==> src/hdl/arc_pkg.sv <==
// Shared types, constants and lookup tables for the aspect ratio classifier.
package arc_pkg;

   // Frame dimension width
   localparam int DIM_BITS    = 16;
   localparam int DIM_CNT_W   = $clog2(DIM_BITS);

   // Prime table geometry
   localparam int NUM_PRIMES  = 25;
   localparam int PRIME_IDX_W = 5;
   localparam int PRIME_W     = 7;

   // Ratio table geometry
   localparam int NUM_RATIOS  = 24;
   localparam int RATIO_IDX_W = 5;
   localparam int ROM_VAL_W   = 10;
   localparam int CODE_W      = 4;
   localparam int CMP_W       = (DIM_BITS > ROM_VAL_W) ? DIM_BITS : ROM_VAL_W;

   // Ratio codes
   localparam logic [CODE_W-1:0] RATIO_1_1    = 4'd0;
   localparam logic [CODE_W-1:0] RATIO_11_9   = 4'd1;
   localparam logic [CODE_W-1:0] RATIO_5_4    = 4'd2;
   localparam logic [CODE_W-1:0] RATIO_4_3    = 4'd3;
   localparam logic [CODE_W-1:0] RATIO_3_2    = 4'd4;
   localparam logic [CODE_W-1:0] RATIO_14_9   = 4'd5;
   localparam logic [CODE_W-1:0] RATIO_8_5    = 4'd6;
   localparam logic [CODE_W-1:0] RATIO_5_3    = 4'd7;
   localparam logic [CODE_W-1:0] RATIO_16_9   = 4'd8;
   localparam logic [CODE_W-1:0] RATIO_9_5    = 4'd9;
   localparam logic [CODE_W-1:0] RATIO_17_9   = 4'd10;
   localparam logic [CODE_W-1:0] RATIO_21_9   = 4'd11;
   localparam logic [CODE_W-1:0] RATIO_UNIQUE = 4'd12;

   // Request and response payloads
   typedef struct packed {
      logic [DIM_BITS-1:0] frame_width;
      logic [DIM_BITS-1:0] frame_height;
   } req_type;

   typedef struct packed {
      logic [CODE_W-1:0]   ratio_code;
      logic [DIM_BITS-1:0] reduced_width;
      logic [DIM_BITS-1:0] reduced_height;
   } rsp_type;

   // Divider control from the sequencer
   typedef struct packed {
      logic load;
      logic step;
   } div_ctrl_type;

   // Sequencer states
   typedef enum logic [2:0] {
      ST_IDLE,
      ST_LOAD,
      ST_DIVIDE,
      ST_DECIDE,
      ST_MATCH
   } state_type;

   // One row of the ratio table
   typedef struct packed {
      logic [ROM_VAL_W-1:0] num;
      logic [ROM_VAL_W-1:0] den;
      logic [CODE_W-1:0]    code;
   } ratio_row_type;

   // Primes 2 through 97 in ascending order
   function automatic logic [PRIME_W-1:0] prime_at(input logic [PRIME_IDX_W-1:0] idx);
      logic [PRIME_W-1:0] p;
      unique case (idx)
         5'd0:    p = 7'd2;
         5'd1:    p = 7'd3;
         5'd2:    p = 7'd5;
         5'd3:    p = 7'd7;
         5'd4:    p = 7'd11;
         5'd5:    p = 7'd13;
         5'd6:    p = 7'd17;
         5'd7:    p = 7'd19;
         5'd8:    p = 7'd23;
         5'd9:    p = 7'd29;
         5'd10:   p = 7'd31;
         5'd11:   p = 7'd37;
         5'd12:   p = 7'd41;
         5'd13:   p = 7'd43;
         5'd14:   p = 7'd47;
         5'd15:   p = 7'd53;
         5'd16:   p = 7'd59;
         5'd17:   p = 7'd61;
         5'd18:   p = 7'd67;
         5'd19:   p = 7'd71;
         5'd20:   p = 7'd73;
         5'd21:   p = 7'd79;
         5'd22:   p = 7'd83;
         5'd23:   p = 7'd89;
         5'd24:   p = 7'd97;
         default: p = 7'd2;
      endcase
      return p;
   endfunction

   // Ratio table, scanned in order; first hit wins
   function automatic ratio_row_type ratio_at(input logic [RATIO_IDX_W-1:0] idx);
      ratio_row_type r;
      unique case (idx)
         5'd0:    r = '{num: 10'd1,   den: 10'd1,   code: RATIO_1_1};
         5'd1:    r = '{num: 10'd11,  den: 10'd9,   code: RATIO_11_9};
         5'd2:    r = '{num: 10'd5,   den: 10'd4,   code: RATIO_5_4};
         5'd3:    r = '{num: 10'd4,   den: 10'd3,   code: RATIO_4_3};
         5'd4:    r = '{num: 10'd3,   den: 10'd2,   code: RATIO_3_2};
         5'd5:    r = '{num: 10'd14,  den: 10'd9,   code: RATIO_14_9};
         5'd6:    r = '{num: 10'd8,   den: 10'd5,   code: RATIO_8_5};
         5'd7:    r = '{num: 10'd5,   den: 10'd3,   code: RATIO_5_3};
         5'd8:    r = '{num: 10'd16,  den: 10'd9,   code: RATIO_16_9};
         5'd9:    r = '{num: 10'd9,   den: 10'd5,   code: RATIO_9_5};
         5'd10:   r = '{num: 10'd17,  den: 10'd9,   code: RATIO_17_9};
         5'd11:   r = '{num: 10'd21,  den: 10'd9,   code: RATIO_21_9};
         5'd12:   r = '{num: 10'd683, den: 10'd384, code: RATIO_16_9};
         5'd13:   r = '{num: 10'd85,  den: 10'd48,  code: RATIO_16_9};
         5'd14:   r = '{num: 10'd256, den: 10'd135, code: RATIO_17_9};
         5'd15:   r = '{num: 10'd512, den: 10'd307, code: RATIO_5_3};
         5'd16:   r = '{num: 10'd30,  den: 10'd23,  code: RATIO_4_3};
         5'd17:   r = '{num: 10'd128, den: 10'd69,  code: RATIO_17_9};
         // shadowed by the earlier 30:23 row, kept for table order
         5'd18:   r = '{num: 10'd30,  den: 10'd23,  code: RATIO_11_9};
         5'd19:   r = '{num: 10'd53,  den: 10'd30,  code: RATIO_16_9};
         5'd20:   r = '{num: 10'd37,  den: 10'd30,  code: RATIO_11_9};
         5'd21:   r = '{num: 10'd192, den: 10'd145, code: RATIO_4_3};
         5'd22:   r = '{num: 10'd640, den: 10'd427, code: RATIO_3_2};
         5'd23:   r = '{num: 10'd427, den: 10'd240, code: RATIO_16_9};
         default: r = '{num: 10'd0,   den: 10'd0,   code: RATIO_UNIQUE};
      endcase
      return r;
   endfunction

endpackage

==> src/hdl/arc_serial_div.sv <==
// Bit-serial restoring divider of one dimension by a small prime, MSB first.
module arc_serial_div (
   input  logic                         clock,
   input  arc_pkg::div_ctrl_type        ctrl,
   input  logic [arc_pkg::DIM_BITS-1:0] load_value,
   input  logic [arc_pkg::PRIME_W-1:0]  prime,
   output logic [arc_pkg::DIM_BITS-1:0] quotient,
   output logic                         rem_zero
);
   import arc_pkg::*;

   logic [DIM_BITS-1:0] shift_ff, shift_in;
   logic [PRIME_W-1:0]  rem_ff, rem_in;
   logic [PRIME_W:0]    rem_wide;
   logic                q_bit;

   // One quotient bit per step: shift in the next dividend bit, subtract if it fits
   always_comb begin
      rem_wide = {rem_ff, shift_ff[DIM_BITS-1]};
      q_bit    = (rem_wide >= {1'b0, prime});
      shift_in = shift_ff;
      rem_in   = rem_ff;
      if (ctrl.load) begin
         shift_in = load_value;
         rem_in   = '0;
      end else if (ctrl.step) begin
         shift_in = {shift_ff[DIM_BITS-2:0], q_bit};
         rem_in   = q_bit ? PRIME_W'(rem_wide - {1'b0, prime}) : PRIME_W'(rem_wide);
      end
   end

   always_ff @(posedge clock) begin
      shift_ff <= shift_in;
      rem_ff   <= rem_in;
   end

   // Dividend bits leave at the top while quotient bits fill from the bottom
   assign quotient = shift_ff;
   assign rem_zero = (rem_ff == '0);

endmodule

==> src/hdl/arc_ratio_match.sv <==
// Sequential scan of the ratio table, one row per cycle, first hit wins.
module arc_ratio_match (
   input  logic                         clock,
   input  logic                         reset,
   input  logic                         start,
   input  logic [arc_pkg::DIM_BITS-1:0] dim_w,
   input  logic [arc_pkg::DIM_BITS-1:0] dim_h,
   output logic                         done,
   output logic [arc_pkg::CODE_W-1:0]   code
);
   import arc_pkg::*;

   logic                   scan_ff, scan_in;
   logic                   done_ff, done_in;
   logic [RATIO_IDX_W-1:0] idx_ff, idx_in;
   logic [CODE_W-1:0]      code_ff, code_in;
   ratio_row_type          row;
   logic                   hit;
   logic                   last_row;

   // Compare the current row against the reduced pair
   always_comb begin
      row      = ratio_at(idx_ff);
      hit      = (CMP_W'(dim_w) == CMP_W'(row.num)) && (CMP_W'(dim_h) == CMP_W'(row.den));
      last_row = (idx_ff == RATIO_IDX_W'(NUM_RATIOS - 1));
   end

   // Scan control
   always_comb begin
      scan_in = scan_ff;
      done_in = 1'b0;
      idx_in  = idx_ff;
      code_in = code_ff;
      if (start) begin
         scan_in = 1'b1;
         idx_in  = '0;
      end else if (scan_ff) begin
         if (hit) begin
            scan_in = 1'b0;
            done_in = 1'b1;
            code_in = row.code;
         end else if (last_row) begin
            scan_in = 1'b0;
            done_in = 1'b1;
            code_in = RATIO_UNIQUE;
         end else begin
            idx_in = idx_ff + 1'b1;
         end
      end
   end

   always_ff @(posedge clock) begin
      if (reset) begin
         scan_ff <= 1'b0;
         done_ff <= 1'b0;
      end else begin
         scan_ff <= scan_in;
         done_ff <= done_in;
      end
      idx_ff  <= idx_in;
      code_ff <= code_in;
   end

   assign done = done_ff;
   assign code = code_ff;

   // Done is a single pulse that closes a scan
   assert property (@(posedge clock) disable iff (reset) done_ff |=> !done_ff)
      else $error("match done held longer than one cycle");
   assert property (@(posedge clock) disable iff (reset) done_ff |-> !scan_ff)
      else $error("scan still running after done");
   assert property (@(posedge clock) disable iff (reset)
      (done_ff && (code_ff != RATIO_UNIQUE)) |-> $past(hit))
      else $error("ratio code reported without a table hit");

endmodule

==> src/hdl/aspect_ratio_classifier_core.sv <==
// Sequence: after a request is accepted each prime is tried in turn by a load, a bit-serial
//   divide and a decide step, the same prime again while it divides both nonzero dimensions;
//   the ratio table is then scanned row by row until a hit or its last row.
// Throughput: one request at a time, set by the two bit-serial dividers at one bit per cycle;
//   busy holds from acceptance until the one-cycle result strobe; the receiver cannot stall.
// Reset: synchronous, active high; returns to idle, no result pending.
module aspect_ratio_classifier_core (
   input  logic             clock,
   input  logic             reset,
   input  logic             start,
   output logic             busy,
   input  arc_pkg::req_type req_data,
   output logic             rsp_valid,
   output arc_pkg::rsp_type rsp_data
);
   import arc_pkg::*;

   state_type              state_ff, state_in;
   logic [DIM_BITS-1:0]    w_ff, w_in;
   logic [DIM_BITS-1:0]    h_ff, h_in;
   logic [PRIME_IDX_W-1:0] prime_idx_ff, prime_idx_in;
   logic [DIM_CNT_W-1:0]   bit_cnt_ff, bit_cnt_in;
   logic                   rsp_valid_ff, rsp_valid_in;
   rsp_type                rsp_ff, rsp_in;

   div_ctrl_type           div_ctrl;
   logic [DIM_BITS-1:0]    w_quot, h_quot;
   logic                   w_rem_zero, h_rem_zero;
   logic                   match_done;
   logic [CODE_W-1:0]      match_code;
   logic [PRIME_W-1:0]     prime;

   logic                   accept;
   logic                   last_bit;
   logic                   last_prime;
   logic                   reduce;
   logic                   take_quot;
   logic                   prime_next;
   logic                   match_start;

   assign prime      = prime_at(prime_idx_ff);
   assign last_bit   = (bit_cnt_ff == DIM_CNT_W'(DIM_BITS - 1));
   assign last_prime = (prime_idx_ff == PRIME_IDX_W'(NUM_PRIMES - 1));
   // both divisible and nonzero means both at least the prime
   assign reduce     = w_rem_zero && h_rem_zero && (|w_ff) && (|h_ff);

   // Next state
   always_comb begin
      state_in = state_ff;
      unique case (state_ff)
         ST_IDLE:   if (start) state_in = ST_LOAD;
         ST_LOAD:   state_in = ST_DIVIDE;
         ST_DIVIDE: if (last_bit) state_in = ST_DECIDE;
         ST_DECIDE: begin
            if (reduce || !last_prime) state_in = ST_LOAD;
            else state_in = ST_MATCH;
         end
         ST_MATCH:  if (match_done) state_in = ST_IDLE;
         default:   state_in = ST_IDLE;
      endcase
   end

   // Sequencer outputs
   always_comb begin
      accept      = 1'b0;
      div_ctrl    = '0;
      take_quot   = 1'b0;
      prime_next  = 1'b0;
      match_start = 1'b0;
      unique case (state_ff)
         ST_IDLE:   accept = start;
         ST_LOAD:   div_ctrl.load = 1'b1;
         ST_DIVIDE: div_ctrl.step = 1'b1;
         ST_DECIDE: begin
            take_quot   = reduce;
            prime_next  = !reduce && !last_prime;
            match_start = !reduce && last_prime;
         end
         ST_MATCH:  ;
         default:   ;
      endcase
   end

   // Working pair, prime index, bit counter and result register
   always_comb begin
      w_in         = w_ff;
      h_in         = h_ff;
      prime_idx_in = prime_idx_ff;
      bit_cnt_in   = bit_cnt_ff;
      rsp_valid_in = 1'b0;
      rsp_in       = rsp_ff;
      if (accept) begin
         w_in         = req_data.frame_width;
         h_in         = req_data.frame_height;
         prime_idx_in = '0;
      end
      if (take_quot) begin
         w_in = w_quot;
         h_in = h_quot;
      end
      if (prime_next) prime_idx_in = prime_idx_ff + 1'b1;
      if (div_ctrl.load) bit_cnt_in = '0;
      else if (div_ctrl.step) bit_cnt_in = bit_cnt_ff + 1'b1;
      if ((state_ff == ST_MATCH) && match_done) begin
         rsp_valid_in          = 1'b1;
         rsp_in.ratio_code     = match_code;
         rsp_in.reduced_width  = w_ff;
         rsp_in.reduced_height = h_ff;
      end
   end

   always_ff @(posedge clock) begin
      if (reset) begin
         state_ff     <= ST_IDLE;
         rsp_valid_ff <= 1'b0;
      end else begin
         state_ff     <= state_in;
         rsp_valid_ff <= rsp_valid_in;
      end
      w_ff         <= w_in;
      h_ff         <= h_in;
      prime_idx_ff <= prime_idx_in;
      bit_cnt_ff   <= bit_cnt_in;
      rsp_ff       <= rsp_in;
   end

   // Width and height dividers run in lockstep
   arc_serial_div u_div_w (
      .clock      (clock),
      .ctrl       (div_ctrl),
      .load_value (w_ff),
      .prime      (prime),
      .quotient   (w_quot),
      .rem_zero   (w_rem_zero)
   );

   arc_serial_div u_div_h (
      .clock      (clock),
      .ctrl       (div_ctrl),
      .load_value (h_ff),
      .prime      (prime),
      .quotient   (h_quot),
      .rem_zero   (h_rem_zero)
   );

   arc_ratio_match u_match (
      .clock (clock),
      .reset (reset),
      .start (match_start),
      .dim_w (w_ff),
      .dim_h (h_ff),
      .done  (match_done),
      .code  (match_code)
   );

   assign busy      = (state_ff != ST_IDLE);
   assign rsp_valid = rsp_valid_ff;
   assign rsp_data  = rsp_ff;

   // A request ends in exactly one result strobe as busy drops
   assert property (@(posedge clock) disable iff (reset)
      ($fell(busy) && !$past(reset)) |-> rsp_valid)
      else $error("busy dropped without a result");
   assert property (@(posedge clock) disable iff (reset) rsp_valid |-> !busy)
      else $error("result strobe while still busy");
   assert property (@(posedge clock) disable iff (reset) rsp_valid |=> !rsp_valid)
      else $error("result strobe longer than one cycle");
   assert property (@(posedge clock) disable iff (reset)
      (state_ff == ST_DECIDE && reduce) |=> (w_ff != '0 && h_ff != '0))
      else $error("reduction produced a zero dimension");

endmodule
==> config.mk <==
export PLATFORM = sky130hd
export DESIGN_NAME = aspect_ratio_classifier_core
export DESIGN_NICKNAME = d
export VERILOG_FILES = /design/src/hdl/arc_pkg.sv /design/src/hdl/arc_serial_div.sv /design/src/hdl/arc_ratio_match.sv /design/src/hdl/aspect_ratio_classifier_core.sv
export SDC_FILE = /design/constraint.sdc
export NUM_CORES = 1
export LEC_CHECK = 0
export ABC_AREA = 1
export BUFFER_PORTS_ARGS = -buffer_cell sky130_fd_sc_hd__buf_2
export CORE_ASPECT_RATIO = 1.2
export CORE_UTILIZATION = 30
export CTS_BUF_LIST = sky130_fd_sc_hd__clkbuf_8
export DETAILED_ROUTE_END_ITERATION = 8
export MAX_ROUTING_LAYER = met4
export SKIP_CTS_REPAIR_TIMING = 1
export SYNTH_ARGS = -nofsm -noshare
export SYNTH_HDL_FRONTEND = slang
export SYNTH_SLANG_ARGS = --single-unit
==> constraint.sdc <==
create_clock -name clock -period 2.85 [get_ports clock]
set_input_delay 0.4275 -clock clock [delete_from_list [all_inputs] [get_ports clock]]
set_output_delay 0.4275 -clock clock [all_outputs]
set_load 0.1 [all_outputs]
After elaboration in Yosys (flattened, before gate mapping)
Memories as Yosys holds them, arrays and structs flattened. A register that Yosys moved wholly into a read port is not among the register bits.
Index checks and enable logic that the tools add are counted.
{ "op_classes": {"add_sub_neg": 5, "magnitude_cmp": 2, "eq_ne": 12, "n_mux": 35, "n_bitwise": 4, "reduce_logical": 24} }
{ "op_table": {"columns": ["operator", "count"], "rows": [
  ["$mux 16", 8],
  ["$eq 16x10->1", 2],
  ["$reduce_or 16->1", 2],
  ["$mux 5", 5],
  ["$ge 8x7->1", 2],
  ["$pmux 3 s5", 1],
  ["$logic_not 7->1", 2],
  ["$mux 7", 2],
  ["$sub 7x7->7", 2],
  ["$mux 1", 13],
  ["$mux 3", 4],
  ["$add 5x1->5 const B", 2],
  ["$eq 5x5->1 const B", 2],
  ["$reduce_and 3->1", 3],
  ["$mux 4", 2],
  ["$reduce_bool 2->1", 4],
  ["$logic_and 1x1->1", 7],
  ["$eq 3x2->1 const B", 2],
  ["$add 4x1->4 const B", 1],
  ["$eq 4x4->1 const B", 1],
  ["$ne 2x2->1 const B", 2],
  ["$not 1->1", 4],
  ["$eq 3x1->1 const B", 1],
  ["$eq 3x3->1 const B", 1],
  ["other kinds (6)", 7]
]} }
{ "totals": {"regBits": 138, "mem_bits_ro": 960, "input_bits": 35, "out_inout_bits": 38, "wordCells": 101, "n_memories": 2} }
{ "mem_list": {"columns": ["memory", "words", "word_bits", "rd", "rd_clocked_by_memory_dff", "write_ports", "line", "source"], "rows": [
  ["(no name shown)", 32, 23, 1, 1, 0, "arc_pkg.sv:106", "unique case (idx)"],
  ["(no name shown)", 32, 7, 1, 1, 0, "arc_pkg.sv:72", "unique case (idx)"]
]} }

Longest topological paths before layout
{ "logic_depth": {"ltp_word": 9, "ltp_mapped": 17, "ltp_nobuf": 17} }

By module
From an unflattened synthesis, not the netlist that was laid out.
{ "hier_totals": {"hier_cells": 1021, "hier_area_um2": 9042.4} }
{ "modules_own_cells": {"columns": ["module", "instances", "cells_per_inst", "area_each_um2", "seq_area_each_um2"], "rows": [
  ["aspect_ratio_classifier_core", 1, 314, 4022.6, 2492.4],
  ["arc_serial_div", 2, 192, 1425.1, 620.6],
  ["arc_ratio_match", 1, 323, 2169.6, 700.7]
]} }

Worst setup path before layout
Ideal clock, no wire load.
{ "synth_path": {"path_kind": "flip-flop to flip-flop", "start": "register prime_idx_ff[0]", "end": "register, netlist name prime[1]", "setup_ps": 112, "t_arrival_ps": 2526, "required_ps": 2738, "slack_ps": 212, "path_stages_with_launch": 17, "n_path_buf": 0, "period_less_slack_ps": 2638, "cell_sequence": "edfxtp_1 -> inv_1 -> ha_1 -> nand2_1 -> nor3b_1 -> nor2_1 -> nand2_2 -> nand2_1 -> o22ai_1 -> inv_1 -> ha_1 -> inv_1 -> nand2_1 -> nand2_1 -> nor2_1 -> nor2_1 -> nor2_1"} }
{ "synth_between": {"elab_chain_len": 6, "word_cells_on_any_way": 8, "classes_between": "add/sub: 1; eq/ne: 1; mux: 3; reduce/logical: 3"} }
{ "synth_rtl": {"columns": ["element", "line", "source"], "rows": [
  ["from (decl)", "aspect_ratio_classifier_core.sv:21", "logic [PRIME_IDX_W-1:0] prime_idx_ff, prime_idx_in;"],
  ["from (signal assigned)", "aspect_ratio_classifier_core.sv:122", "prime_idx_ff <= prime_idx_in;"],
  ["branches (longest 5 deep; another with $add 5x1->5)", null, null],
  ["$mux 5 (no line) (*)", null, null]
]} }
Every way passes the cells marked *.
A chain may end at the register's enable or synchronous reset.

Final worst setup path
{ "layout_path": {"start": "register w_ff[0]", "end": "register, netlist name u_match.row[17]"} }
{ "layout_between": {"elab_chain_len": 7, "word_cells_on_any_way": 12, "classes_between": "eq/ne: 1; mux: 3; bitwise: 1; reduce/logical: 7"} }
{ "layout_rtl": {"columns": ["element", "line", "source"], "rows": [
  ["from (decl)", "aspect_ratio_classifier_core.sv:19", "logic [DIM_BITS-1:0] w_ff, w_in;"],
  ["from (signal assigned)", "aspect_ratio_classifier_core.sv:120", "w_ff <= w_in;"],
  ["branches (longest 6 deep; another with $eq 16x10->1)", null, null],
  ["$mux 5 (no line) (*)", null, null]
]} }
Marked as above.

==> impl_metrics.ini <==
[setup_path]
crit_type = register to register
startpoint_type = register
rr_worst_depth = 15
r2r_start = w_ff[0]
critical_path.startpoint = w_ff[0]
crit_required_ns = 3.18
end_kind = register
worstPathMaxFanout = 12
crit_arrival_ns = 2.91

[place]
place_ws_ns = 0.1386
hpwl_um = 13550
placed_area_mm2 = 0.009057
place_congestion = 0.9013
port_buffers = 72

[run_status]
status = complete, no violations

[sta]
finalWorstSetupSlack_ns = 0.2673
relSlewSlack = 0.6449
rsz0062_at_grt = no
finalHoldViolCount = 0
post-route-min-period_ns = 2.583
worst_slew_pin_slew_ns = 0.5313
setup_viol = 0
tns_ns = 0
timing.final.crit_share = 0.9062
fin_skew_ns = 0.01164
max_freq_mhz = 387.2
drv_slew = 0

[yosys]
synth_nets = 966
async_reset_ff_frac = 0
ys.warnings.count = 0
synthFlopType = edfxtp_1
ys_ff_latch = 167
synthCells = 891
synth_edf_count = 109
synth.distinct_cells = 43
yosysSeqAreaShare = 0.5384
synth_area_per_cell_um2 = 9.244
syn_area_mm2 = 0.008237

[floorplanning]
die_h_um = 183.5
rows = 66
initial_utilization = 0.3041
core_mm2 = 0.02709
die_w_um = 153.3
io-pin-count = 73
fp.dieArea_mm2 = 0.02812

[finish]
layout-area-overhead-vs-synth_pct = 15.21
fin_area_mm2 = 0.009489
finalNetCount = 1052
drive_above_1_share = 0.1850

[global_routing]
grt_pass1_vias = 6034
grt_max_degree = 44
grt-ovfl-total = 0
antenna_found_initial = 1
grt_pass1_wl_um = 30370
track_usage = 0.1412

[route]
ant_nets = 0
remaining_drc_errors = 0
dr.pass1.iters = 4
wl_per_cell_um = 13.77
via_count = 6120
drtIter0Drc = 334
viasPerCell = 4.602
drt_wl_total_um = 18320

[clock_network]
cts_num_sinks = 167
ctsLongestPathBuffers = 2
insertion_delay_ns = 0.45
cts_max_level = 4
cts_tree = built
clk_pin_slew_ns = 0.08
cts_root_buffer = clkbuf_8
cts_buffers = 17

[min_path]
min_path_type = input port to register
holdPathStages = 2
min-delay-start = reset

[power]
max-vdd-ir-drop_mv = 0.3208
p_leak_nw = 4.113
power_density_mw_per_mm2 = 853.2

[flow_run]
drv_cap = 0
-- layout by cell type (no fill, tap or decap), types with 20 or more instances in the layout --
cell type,count
edfxtp_1,109
buf_2,72
inv_1,108
a21oi_1,30
nand3_1,46
ha_1,38
mux2_2,20
dfxtp_1,58
o21ai_0,78
nor2_1,66
nand2_1,200
inv_2,21
-- power by group --
group	internal, mW	switching (mW)
sequential	3.16	0.294
combinational	0.981	1.86
clock	0.945	0.852
total	5.09	3.01
-- cell type report --
class                           count  area, µm²
Antenna cell                        1      2.502
Clock buffer                       17      234.0
Clock inverter                     14      185.2
Fill cell                        2768      17600
Inverter                          130      490.5
Multi-Input combinational cell    572       3204
Sequential cell                   167       4434
Tap cell                          340      425.4
Timing Repair Buffer               89      513.0
-- worst max-delay path: stages, from the launching register on --
cell      delay, ns
edfxtp_1       0.52
nor2_1         0.14
nor2_1         0.05
nor2_1         0.14
nand2_1        0.07
nor2_1         0.17
nand3_4        0.17
nand3_2        0.17
nand2_1        0.08
nand3_2        0.16
inv_2          0.11
ha_1           0.24
nand2_1        0.18
nor2_1         0.06
nor2_1         0.12
nand3_1        0.07
-- per-stage QoR --
step	hold slack, ns	instances	util	power, mW
after CTS	0.2013	1329	0.3499	8.161
after global placement	0.4051	1298	0.3344	6.318
final	0.2313	1330	0.3503	8.096
after global routing	0.2305	1330	0.3503	8.732
after floorplan	0.4003	891	-	5.592
after detailed placement	0.4182	1298	0.3344	6.342
-- final timing paths --
check	slack [ns]	endpoint
worst min register to register	0.43	rsp_data[35]
worst max register to register	0.27	u_match.row[17]
worst max-delay path	0.27	u_match.row[17]
worst min-delay path	0.23	state_ff[2]
-- cell usage after synthesis, types with 8 or more instances --
master | n | area share
a21oi_1 | 30 | 0.018
clkbuf_1 | 10 | 0.0046
dfxtp_1 | 58 | 0.14
edfxtp_1 | 109 | 0.40
ha_1 | 38 | 0.058
inv_1 | 105 | 0.048
inv_2 | 21 | 0.0096
mux2_2 | 20 | 0.027
nand2_1 | 200 | 0.091
nand3_1 | 46 | 0.028
nand4_1 | 16 | 0.012
nor2_1 | 68 | 0.031
o21ai_0 | 78 | 0.047
o21ai_1 | 14 | 0.0085
xor2_1 | 8 | 0.0085
-- routing by layer --
| layer | wire length, µm | up-vias | share of wire | global-route usage |
|---|---|---|---|---|
| li1 | - | 3132 | - | - |
| met1 | 8478 | 2839 | 0.46 | 0.1724 |
| met2 | 8748 | 127 | 0.48 | 0.2298 |
| met3 | 776 | 22 | 0.042 | 0.02735 |
| met4 | 317 | 0 | 0.017 | 0.05576 |
| met5 | 0 | - | 0 | - |
-- state kept, by name (all words and copies together) (netlist names), 3 cells and up --
register and flops:
rsp_data 36, u_match.row 22, h_ff 16, u_div_h.quotient 16, u_div_w.quotient 16, w_ff 16
prime 7, u_div_h.rem_ff 7, u_div_w.rem_ff 7, prime_idx_ff 5, u_match.idx_ff 5, bit_cnt_ff 4
u_match.code 4, state_ff 3
-- cell families after synthesis --
kind of cell,share of synthesized area
simple gates,0.1979
buf+inv,0.07474
compound gates,0.08522
fa+ha+maj,0.06259
xor+xnor,0.01382
flops,0.5384
mux,0.02734
No activity file was read; power rests on OpenSTA's default activity.
